**src/design/ttce_pkg.sv**
```systemverilog
// Shared constants for the character-cell terminal cursor engine.
// No dependencies; imported by text_terminal_cursor_engine_top.
`default_nettype none

package ttce_pkg;

    // Default screen geometry in character cells.
    localparam int COLUMNS_DEF = 40;
    localparam int ROWS_DEF    = 15;

    // Width of the shared step unit; holds any column or row count up to 255.
    localparam int UNIT_W = 8;

    // Display command codes.
    localparam logic [1:0] CMD_DRAW   = 2'd0;
    localparam logic [1:0] CMD_CLEAR  = 2'd1;
    localparam logic [1:0] CMD_SCROLL = 2'd2;

    // Control characters and the blanking glyph.
    localparam logic [7:0] CHAR_BS    = 8'd8;
    localparam logic [7:0] CHAR_TAB   = 8'd9;
    localparam logic [7:0] CHAR_NL    = 8'd10;
    localparam logic [7:0] CHAR_CR    = 8'd13;
    localparam logic [7:0] CHAR_SPACE = 8'h20;

    // Configuration register indexes.
    localparam logic [1:0] REG_WRAP    = 2'd0;
    localparam logic [1:0] REG_SCROLL  = 2'd1;
    localparam logic [1:0] REG_OVERLAY = 2'd2;

endpackage

`default_nettype wire

```
**src/design/text_terminal_cursor_engine_top.sv**
```systemverilog
// Terminal cursor engine: turns character bytes into cell display commands.
// Depends on ttce_pkg for command codes, character codes and defaults.
//
// Usage:
// - Input channel (i_valid / o_ready / i_character) takes one character
//   word. The block is ready only while its sequencer is idle, so one
//   character is worked on at a time.
// - Output channel (o_valid / i_ready) delivers command words (draw, clear
//   to end of row, scroll) from a single output register; the final word
//   caused by a character has o_last set. Some characters give no word.
// - Every step goes through one shared 8-bit increment/decrement and
//   compare unit, used for the column on draws and backspace and for the
//   row on line feeds. A draw run returns to idle once its count is spent
//   or the column is clipped, and a wrap or a newline adds a line move.
// - When the receiver stalls, the word waits in the output register and
//   the sequencer holds before its next emission; a new character can be
//   accepted while the last word of the previous one still waits.
// - Configuration writes (i_cfg_we) take effect at once and are meant for
//   idle periods. Reset (synchronous, active low) homes the cursor, enables
//   wrap and scroll, clears overlay mode and empties the output register.
`default_nettype none

module text_terminal_cursor_engine_top #(
    parameter int COLUMNS = ttce_pkg::COLUMNS_DEF,
    parameter int ROWS    = ttce_pkg::ROWS_DEF
) (
    input  wire logic       i_clk,
    input  wire logic       i_rst_n,
    // character input
    input  wire logic       i_valid,
    output logic            o_ready,
    input  wire logic [7:0] i_character,
    // command output
    output logic            o_valid,
    input  wire logic       i_ready,
    output logic [1:0]      o_command,
    output logic [5:0]      o_column,
    output logic [3:0]      o_row,
    output logic [7:0]      o_glyph,
    output logic            o_last,
    // configuration
    input  wire logic       i_cfg_we,
    input  wire logic [1:0] i_cfg_index,
    input  wire logic       i_cfg_data
);

    import ttce_pkg::*;

    // The column may sit one past the last cell when wrap is off.
    localparam int CW = $clog2(COLUMNS + 1);
    localparam int RW = $clog2(ROWS);
    localparam logic [UNIT_W-1:0] COL_LIM  = UNIT_W'(COLUMNS);
    localparam logic [UNIT_W-1:0] ROW_LIM  = UNIT_W'(ROWS);
    localparam logic [UNIT_W-1:0] ROW_LAST = UNIT_W'(ROWS - 1);

    typedef enum logic [4:0] {
        S_IDLE = 5'b00001,
        S_PUT  = 5'b00010,
        S_DOWN = 5'b00100,
        S_BS   = 5'b01000,
        S_NL   = 5'b10000
    } t_state;

    t_state          r_state, n_state;
    logic [CW-1:0]   r_col, n_col;
    logic [RW-1:0]   r_row, n_row;
    logic [2:0]      r_cnt, n_cnt;
    logic [7:0]      r_glyph, n_glyph;
    logic            r_wrap_en, r_scroll_en, r_overlay;

    logic            r_out_valid;
    logic [1:0]      r_out_cmd;
    logic [UNIT_W-1:0] r_out_col;
    logic [UNIT_W-1:0] r_out_row;
    logic [7:0]      r_out_glyph;
    logic            r_out_last;

    logic            w_emit;
    logic [1:0]      w_emit_cmd;
    logic [UNIT_W-1:0] w_emit_col;
    logic [UNIT_W-1:0] w_emit_row;
    logic [7:0]      w_emit_glyph;
    logic            w_emit_last;

    logic            w_free;
    logic            w_accept;
    logic            w_dec;
    logic [UNIT_W-1:0] w_op, w_lim, w_sum;
    logic            w_hit;
    logic            w_col_end;
    logic            w_row_last;
    logic            w_wrapped;
    logic            w_scroll_next;
    logic            w_clear;

    assign o_ready  = (r_state == S_IDLE);
    assign w_accept = i_valid && o_ready;
    assign w_free   = !r_out_valid || i_ready;

    // Shared step unit: +1 or -1 on the column or the row, compared
    // against the matching screen limit.
    assign w_dec = (r_state == S_BS);
    assign w_op  = (r_state == S_DOWN) ? UNIT_W'(r_row) : UNIT_W'(r_col);
    assign w_lim = (r_state == S_DOWN) ? ROW_LIM : COL_LIM;
    assign w_sum = w_dec ? (w_op - UNIT_W'(1)) : (w_op + UNIT_W'(1));
    assign w_hit = (w_sum == w_lim);

    assign w_col_end  = (UNIT_W'(r_col) == COL_LIM);
    assign w_row_last = (UNIT_W'(r_row) == ROW_LAST);
    assign w_wrapped     = r_wrap_en && w_hit;
    assign w_scroll_next = w_wrapped && w_row_last && r_scroll_en;
    assign w_clear       = !r_overlay && !w_col_end;

    always_comb begin
        n_state      = r_state;
        n_col        = r_col;
        n_row        = r_row;
        n_cnt        = r_cnt;
        n_glyph      = r_glyph;
        w_emit       = 1'b0;
        w_emit_cmd   = CMD_DRAW;
        w_emit_col   = UNIT_W'(r_col);
        w_emit_row   = UNIT_W'(r_row);
        w_emit_glyph = r_glyph;
        w_emit_last  = 1'b0;

        unique case (r_state)
            S_IDLE: begin
                if (w_accept) begin
                    unique case (i_character)
                        CHAR_BS: begin
                            if (r_col != '0) begin
                                n_state = S_BS;
                            end
                        end
                        CHAR_TAB: begin
                            // Spaces up to one cell before the next tab stop.
                            n_cnt   = 3'd7 - r_col[2:0];
                            n_glyph = CHAR_SPACE;
                            if (r_col[2:0] != 3'd7) begin
                                n_state = S_PUT;
                            end
                        end
                        CHAR_NL: begin
                            n_state = S_NL;
                        end
                        CHAR_CR: begin
                            n_col = '0;
                        end
                        default: begin
                            n_cnt   = 3'd1;
                            n_glyph = i_character;
                            n_state = S_PUT;
                        end
                    endcase
                end
            end

            S_PUT: begin
                if (r_cnt == 3'd0 || w_col_end) begin
                    // Nothing left, or clipped at the right edge.
                    n_state = S_IDLE;
                end else if (w_free) begin
                    w_emit      = 1'b1;
                    w_emit_cmd  = CMD_DRAW;
                    w_emit_last = (r_cnt == 3'd1 || (!r_wrap_en && w_hit)) &&
                                  !w_scroll_next;
                    n_cnt       = r_cnt - 3'd1;
                    if (w_wrapped) begin
                        n_col   = '0;
                        n_state = S_DOWN;
                    end else begin
                        n_col   = CW'(w_sum);
                    end
                end
            end

            S_DOWN: begin
                if (w_hit) begin
                    if (r_scroll_en) begin
                        if (w_free) begin
                            w_emit       = 1'b1;
                            w_emit_cmd   = CMD_SCROLL;
                            w_emit_col   = '0;
                            w_emit_row   = ROW_LAST;
                            w_emit_glyph = CHAR_SPACE;
                            w_emit_last  = (r_cnt == 3'd0);
                            n_state      = S_PUT;
                        end
                    end else begin
                        n_row   = '0;
                        n_state = S_PUT;
                    end
                end else begin
                    n_row   = RW'(w_sum);
                    n_state = S_PUT;
                end
            end

            S_BS: begin
                if (w_free) begin
                    w_emit       = 1'b1;
                    w_emit_cmd   = CMD_DRAW;
                    w_emit_col   = w_sum;
                    w_emit_glyph = CHAR_SPACE;
                    w_emit_last  = 1'b1;
                    n_col        = CW'(w_sum);
                    n_state      = S_IDLE;
                end
            end

            S_NL: begin
                if (!w_clear || w_free) begin
                    w_emit       = w_clear;
                    w_emit_cmd   = CMD_CLEAR;
                    w_emit_glyph = CHAR_SPACE;
                    w_emit_last  = !(w_row_last && r_scroll_en);
                    n_col        = '0;
                    n_cnt        = 3'd0;
                    n_state      = S_DOWN;
                end
            end

            default: begin
                n_state = S_IDLE;
            end
        endcase
    end

    always_ff @(posedge i_clk) begin
        if (!i_rst_n) begin
            r_state     <= S_IDLE;
            r_col       <= '0;
            r_row       <= '0;
            r_cnt       <= '0;
            r_wrap_en   <= 1'b1;
            r_scroll_en <= 1'b1;
            r_overlay   <= 1'b0;
            r_out_valid <= 1'b0;
        end else begin
            r_state <= n_state;
            r_col   <= n_col;
            r_row   <= n_row;
            r_cnt   <= n_cnt;
            if (i_cfg_we) begin
                unique case (i_cfg_index)
                    REG_WRAP:    r_wrap_en   <= i_cfg_data;
                    REG_SCROLL:  r_scroll_en <= i_cfg_data;
                    REG_OVERLAY: r_overlay   <= i_cfg_data;
                    default:     ;
                endcase
            end
            if (w_emit) begin
                r_out_valid <= 1'b1;
            end else if (i_ready) begin
                r_out_valid <= 1'b0;
            end
        end
    end

    always_ff @(posedge i_clk) begin
        r_glyph <= n_glyph;
        if (w_emit) begin
            r_out_cmd   <= w_emit_cmd;
            r_out_col   <= w_emit_col;
            r_out_row   <= w_emit_row;
            r_out_glyph <= w_emit_glyph;
            r_out_last  <= w_emit_last;
        end
    end

    assign o_valid   = r_out_valid;
    assign o_command = r_out_cmd;
    assign o_column  = r_out_col[5:0];
    assign o_row     = r_out_row[3:0];
    assign o_glyph   = r_out_glyph;
    assign o_last    = r_out_last;

    // The cursor never runs past one column beyond the right edge.
    a_col_range: assert property (@(posedge i_clk) disable iff (!i_rst_n)
        UNIT_W'(r_col) <= COL_LIM)
        else $error("cursor column beyond screen width");

    // The cursor row always names a row of the screen.
    a_row_range: assert property (@(posedge i_clk) disable iff (!i_rst_n)
        UNIT_W'(r_row) < ROW_LIM)
        else $error("cursor row beyond screen height");

    // A carriage return homes the column register once it is taken.
    a_cr_home: assert property (@(posedge i_clk) disable iff (!i_rst_n)
        (w_accept && i_character == CHAR_CR) |=> (r_col == '0))
        else $error("carriage return did not home the column");

endmodule

`default_nettype wire
```
**config.mk**
```make
export PLATFORM = sky130hd
export DESIGN_NAME = text_terminal_cursor_engine_top
export DESIGN_NICKNAME = d
export VERILOG_FILES = /design/src/design/ttce_pkg.sv /design/src/design/text_terminal_cursor_engine_top.sv
export SDC_FILE = /design/constraint.sdc
export NUM_CORES = 1
export LEC_CHECK = 0
export ABC_AREA = 0
export BUFFER_PORTS_ARGS = -buffer_cell sky130_fd_sc_hd__buf_2
export CORE_MARGIN = 2
export CORE_UTILIZATION = 55
export DETAILED_ROUTE_END_ITERATION = 8
export PLACE_DENSITY = 0.78
export SYNTH_ARGS = -nofsm -noshare
export SYNTH_HDL_FRONTEND = slang
export SYNTH_SLANG_ARGS = --single-unit
```
**constraint.sdc**
```tcl
create_clock -name i_clk -period 7.2 [get_ports i_clk]
set_input_delay 1.44 -clock i_clk [delete_from_list [all_inputs] [get_ports i_clk]]
set_output_delay 1.44 -clock i_clk [all_outputs]
set_load 0.05 [all_outputs]
```
==> impl_metrics.ini <==
[die]
die_w_um = 77.2
die_area_mm2 = 0.00597
io_pins = 39
core_area_mm2 = 0.00514
initial_core_util_pct = 57.4
die_y_um = 77.2
rows = 26

[worst_setup_path]
crit_top_cell = o211ai_1
critical-path-top-delay-family = simple AND/OR/NAND/NOR gates
path_class = reg -> reg
cp_max_fo = 21
cp_slowest_stage_delay_ps = 500
cp.required_ps = 7200
end_kind = flop
reg2reg_to = o_glyph[5]
regToRegSetupSlack_ps = 2610
crit_chain = nor4_2, and2_1, nor2_1, a21o_1, inv_1, ha_1, nor3b_1, xor2_1, o211ai_1, o211ai_1, a211oi_2, nand4_1, o211ai_1, buf_4
start_kind = flop
crit_path_start = r_state[4]
r2r-start = r_state[4]
crit_path_top_delay_cell = nor4_2
cp-endpoint = o_glyph[5]
cp.depth = 14
reg2reg_depth = 14
worst-path-buf-inv = 2
worstPathArrival_ps = 4590

[timing]
fin_skew_ps = 15.0
max_freq_ghz = 0.218
tightest_slew_ps = 675
setup_violations = 0
fin_crit_ps = 4600
drv_slew = 0
rsz0062_at_grt = no
finalHoldViolCount = 0
slew_headroom_pct = 55.0
period_share_pct = 63.8
holdWs_ps = 502
tns_ps = 0

[yosys]
synth_enable_flop_cells = 29
synthTopCellsByArea = edfxtp_1, dfxtp_1, nor2_1
synth_seq_area_share_pct = 44.4
synth.cell_area_mm2 = 0.00295
ys.flop_type = edfxtp_1
syn_avg_cell_area_um2 = 9.19
synth.distinct_cells = 60
syn_inst = 321
syn-num-nets = 342
yosysTopAreaCellShare_pct = 29.5
synth_top_cell_by_area = edfxtp_1
yosysWarningCount = 0
ys_ff_latch = 51
async_flop_share_pct = 0

[final_layout]
fill_cells = 457
regArea_mm2 = 0.00131
final_core_util_pct = 63.1
drive_gt1_share_pct = 17.1
multi_input_comb_area_mm2 = 0.00148
syn2layout_area_growth_pct = 10.0
antenna_cells = 0
nNetsFinal = 366

[global_route]
antenna_found_initial = 0
grt_pass1_vias = 2343
grt_max_degree = 22
grt_pass1_wl_um = 12200
grt_use_total_pct = 26.2
grt.overflow.total = 0

[clock_network]
post_cts_resized = 0
root_buffer = clkbuf_8
post-cts-setup-buffer-count = 0
cts_max_level = 2
clkTransAtPathRegs_ps = 90
cts_buffer_depth = 2
cts_buffers = 5
cts_tree = built
clock_latency_ps = 320
cts_hold_buf = 0
clock-sinks = 51

[detailed_routing]
vias = 2580
wl_per_cell_um = 18.1
drt_iter0_drc = 285
wl_um = 7510
drc = 0
ant_nets = 0
vias_per_cell = 6.20
firstDrtPassIters = 5

[place]
dp_hpwl_um = 5530
place_congestion = 0.912
io_buffers = 38

[run]
drv_cap = 0

[pwr]
p_leak_uw = 0.00121
ir_worst_vdd_v = 0.000172
p_per_area_mw_per_mm2 = 290

[worst_hold_path]
hold_path.class = reg -> reg

[status]
status = finished clean
## final cells by class
type                    count  share of cell area [%]
clock buffers               5                    2.12
clock inverters             3                    1.35
inverters                  15                    1.73
multi-input cells         233                    45.6
flip-flops and latches     51                    40.4
well taps                  70                    2.70
repair buffers             39                    6.09
## worst min-delay path, stage by stage (launching register included)
cell and delay, ps:
dfxtp_1 310, inv_1 80, a211oi_1 70
## placed cells by master, fill, tap and decap left out, drive strengths merged, types with 10 or more instances in the layout
cell type  count
inv           14
edfxtp        29
nand3         19
o21ai         20
buf           39
dfxtp         22
nor3          11
nor2b         10
nor2          28
nand2         18
a21oi         13
## stage by stage
step,total power [µW],setup WS (ps),instances,area [µm²]
after floorplan,667,3020,321,2950
after global placement,734,2940,408,3130
after detailed placement,734,2720,408,3130
after CTS,934,2690,416,3250
after global routing,987,2210,416,3250
final,942,2610,416,3250
## how the worst min path moves through the flow
stage | depth (start not counted) | to | start | slack, ps
floorplan | 2 | r_cnt[2] | r_cnt[2] | 470
global placement | 1 | o_glyph[5] | r_glyph[5] | 490
detailed placement | 2 | r_cnt[0] | r_cnt[0] | 490
CTS | 2 | r_cnt[1] | r_cnt[1] | 510
global route | 2 | r_cnt[1] | r_cnt[1] | 540
finish | 2 | r_cnt[1] | r_cnt[1] | 500
## logic make-up after synthesis
family,share of synthesized area (%)
adder cells (fa/ha/maj),2.12
multiplexers,1.36
buffers and inverters,5.39
AO/OA/AOI/OAI,18.4
XOR/XNOR,2.08
AND/OR/NAND/NOR,26.3
flip-flops,44.4
## power breakdown
group	internal, µW	switching, µW
registers	353	40.6
logic	125	221
clock network	104	98.6
## synth_stat cells (all sizes together) (5+ instances only)
cell / n
or3: 8
and2: 5
nand3: 19
clkbuf: 16
nor3: 11
o211ai: 6
buf: 6
o21ai: 20
nor2b: 10
nor4: 6
a211oi: 5
a21oi: 13
and3: 5
ha: 5
nand2b: 5
nor2: 28
nand2: 18
edfxtp: 29
inv: 14
dfxtp: 22
## layer usage
metal,part of all wire [%],up-vias,track usage [%]
li1,-,1240,-
met1,46,1194,38.6
met2,44,131,39.3
met3,7.8,15,4.00
met4,2.1,0,8.93
met5,0,-,0
## sequential cells by signal, indices dropped and copies added, names as in the netlist, 2 cells and up
register / count
r_out_row: 4
o_glyph: 8
o_command: 2
r_state: 5
r_row: 4
r_col: 6
r_cnt: 3
r_out_col: 6
r_glyph: 8
Power figures use the tool's default switching activity.
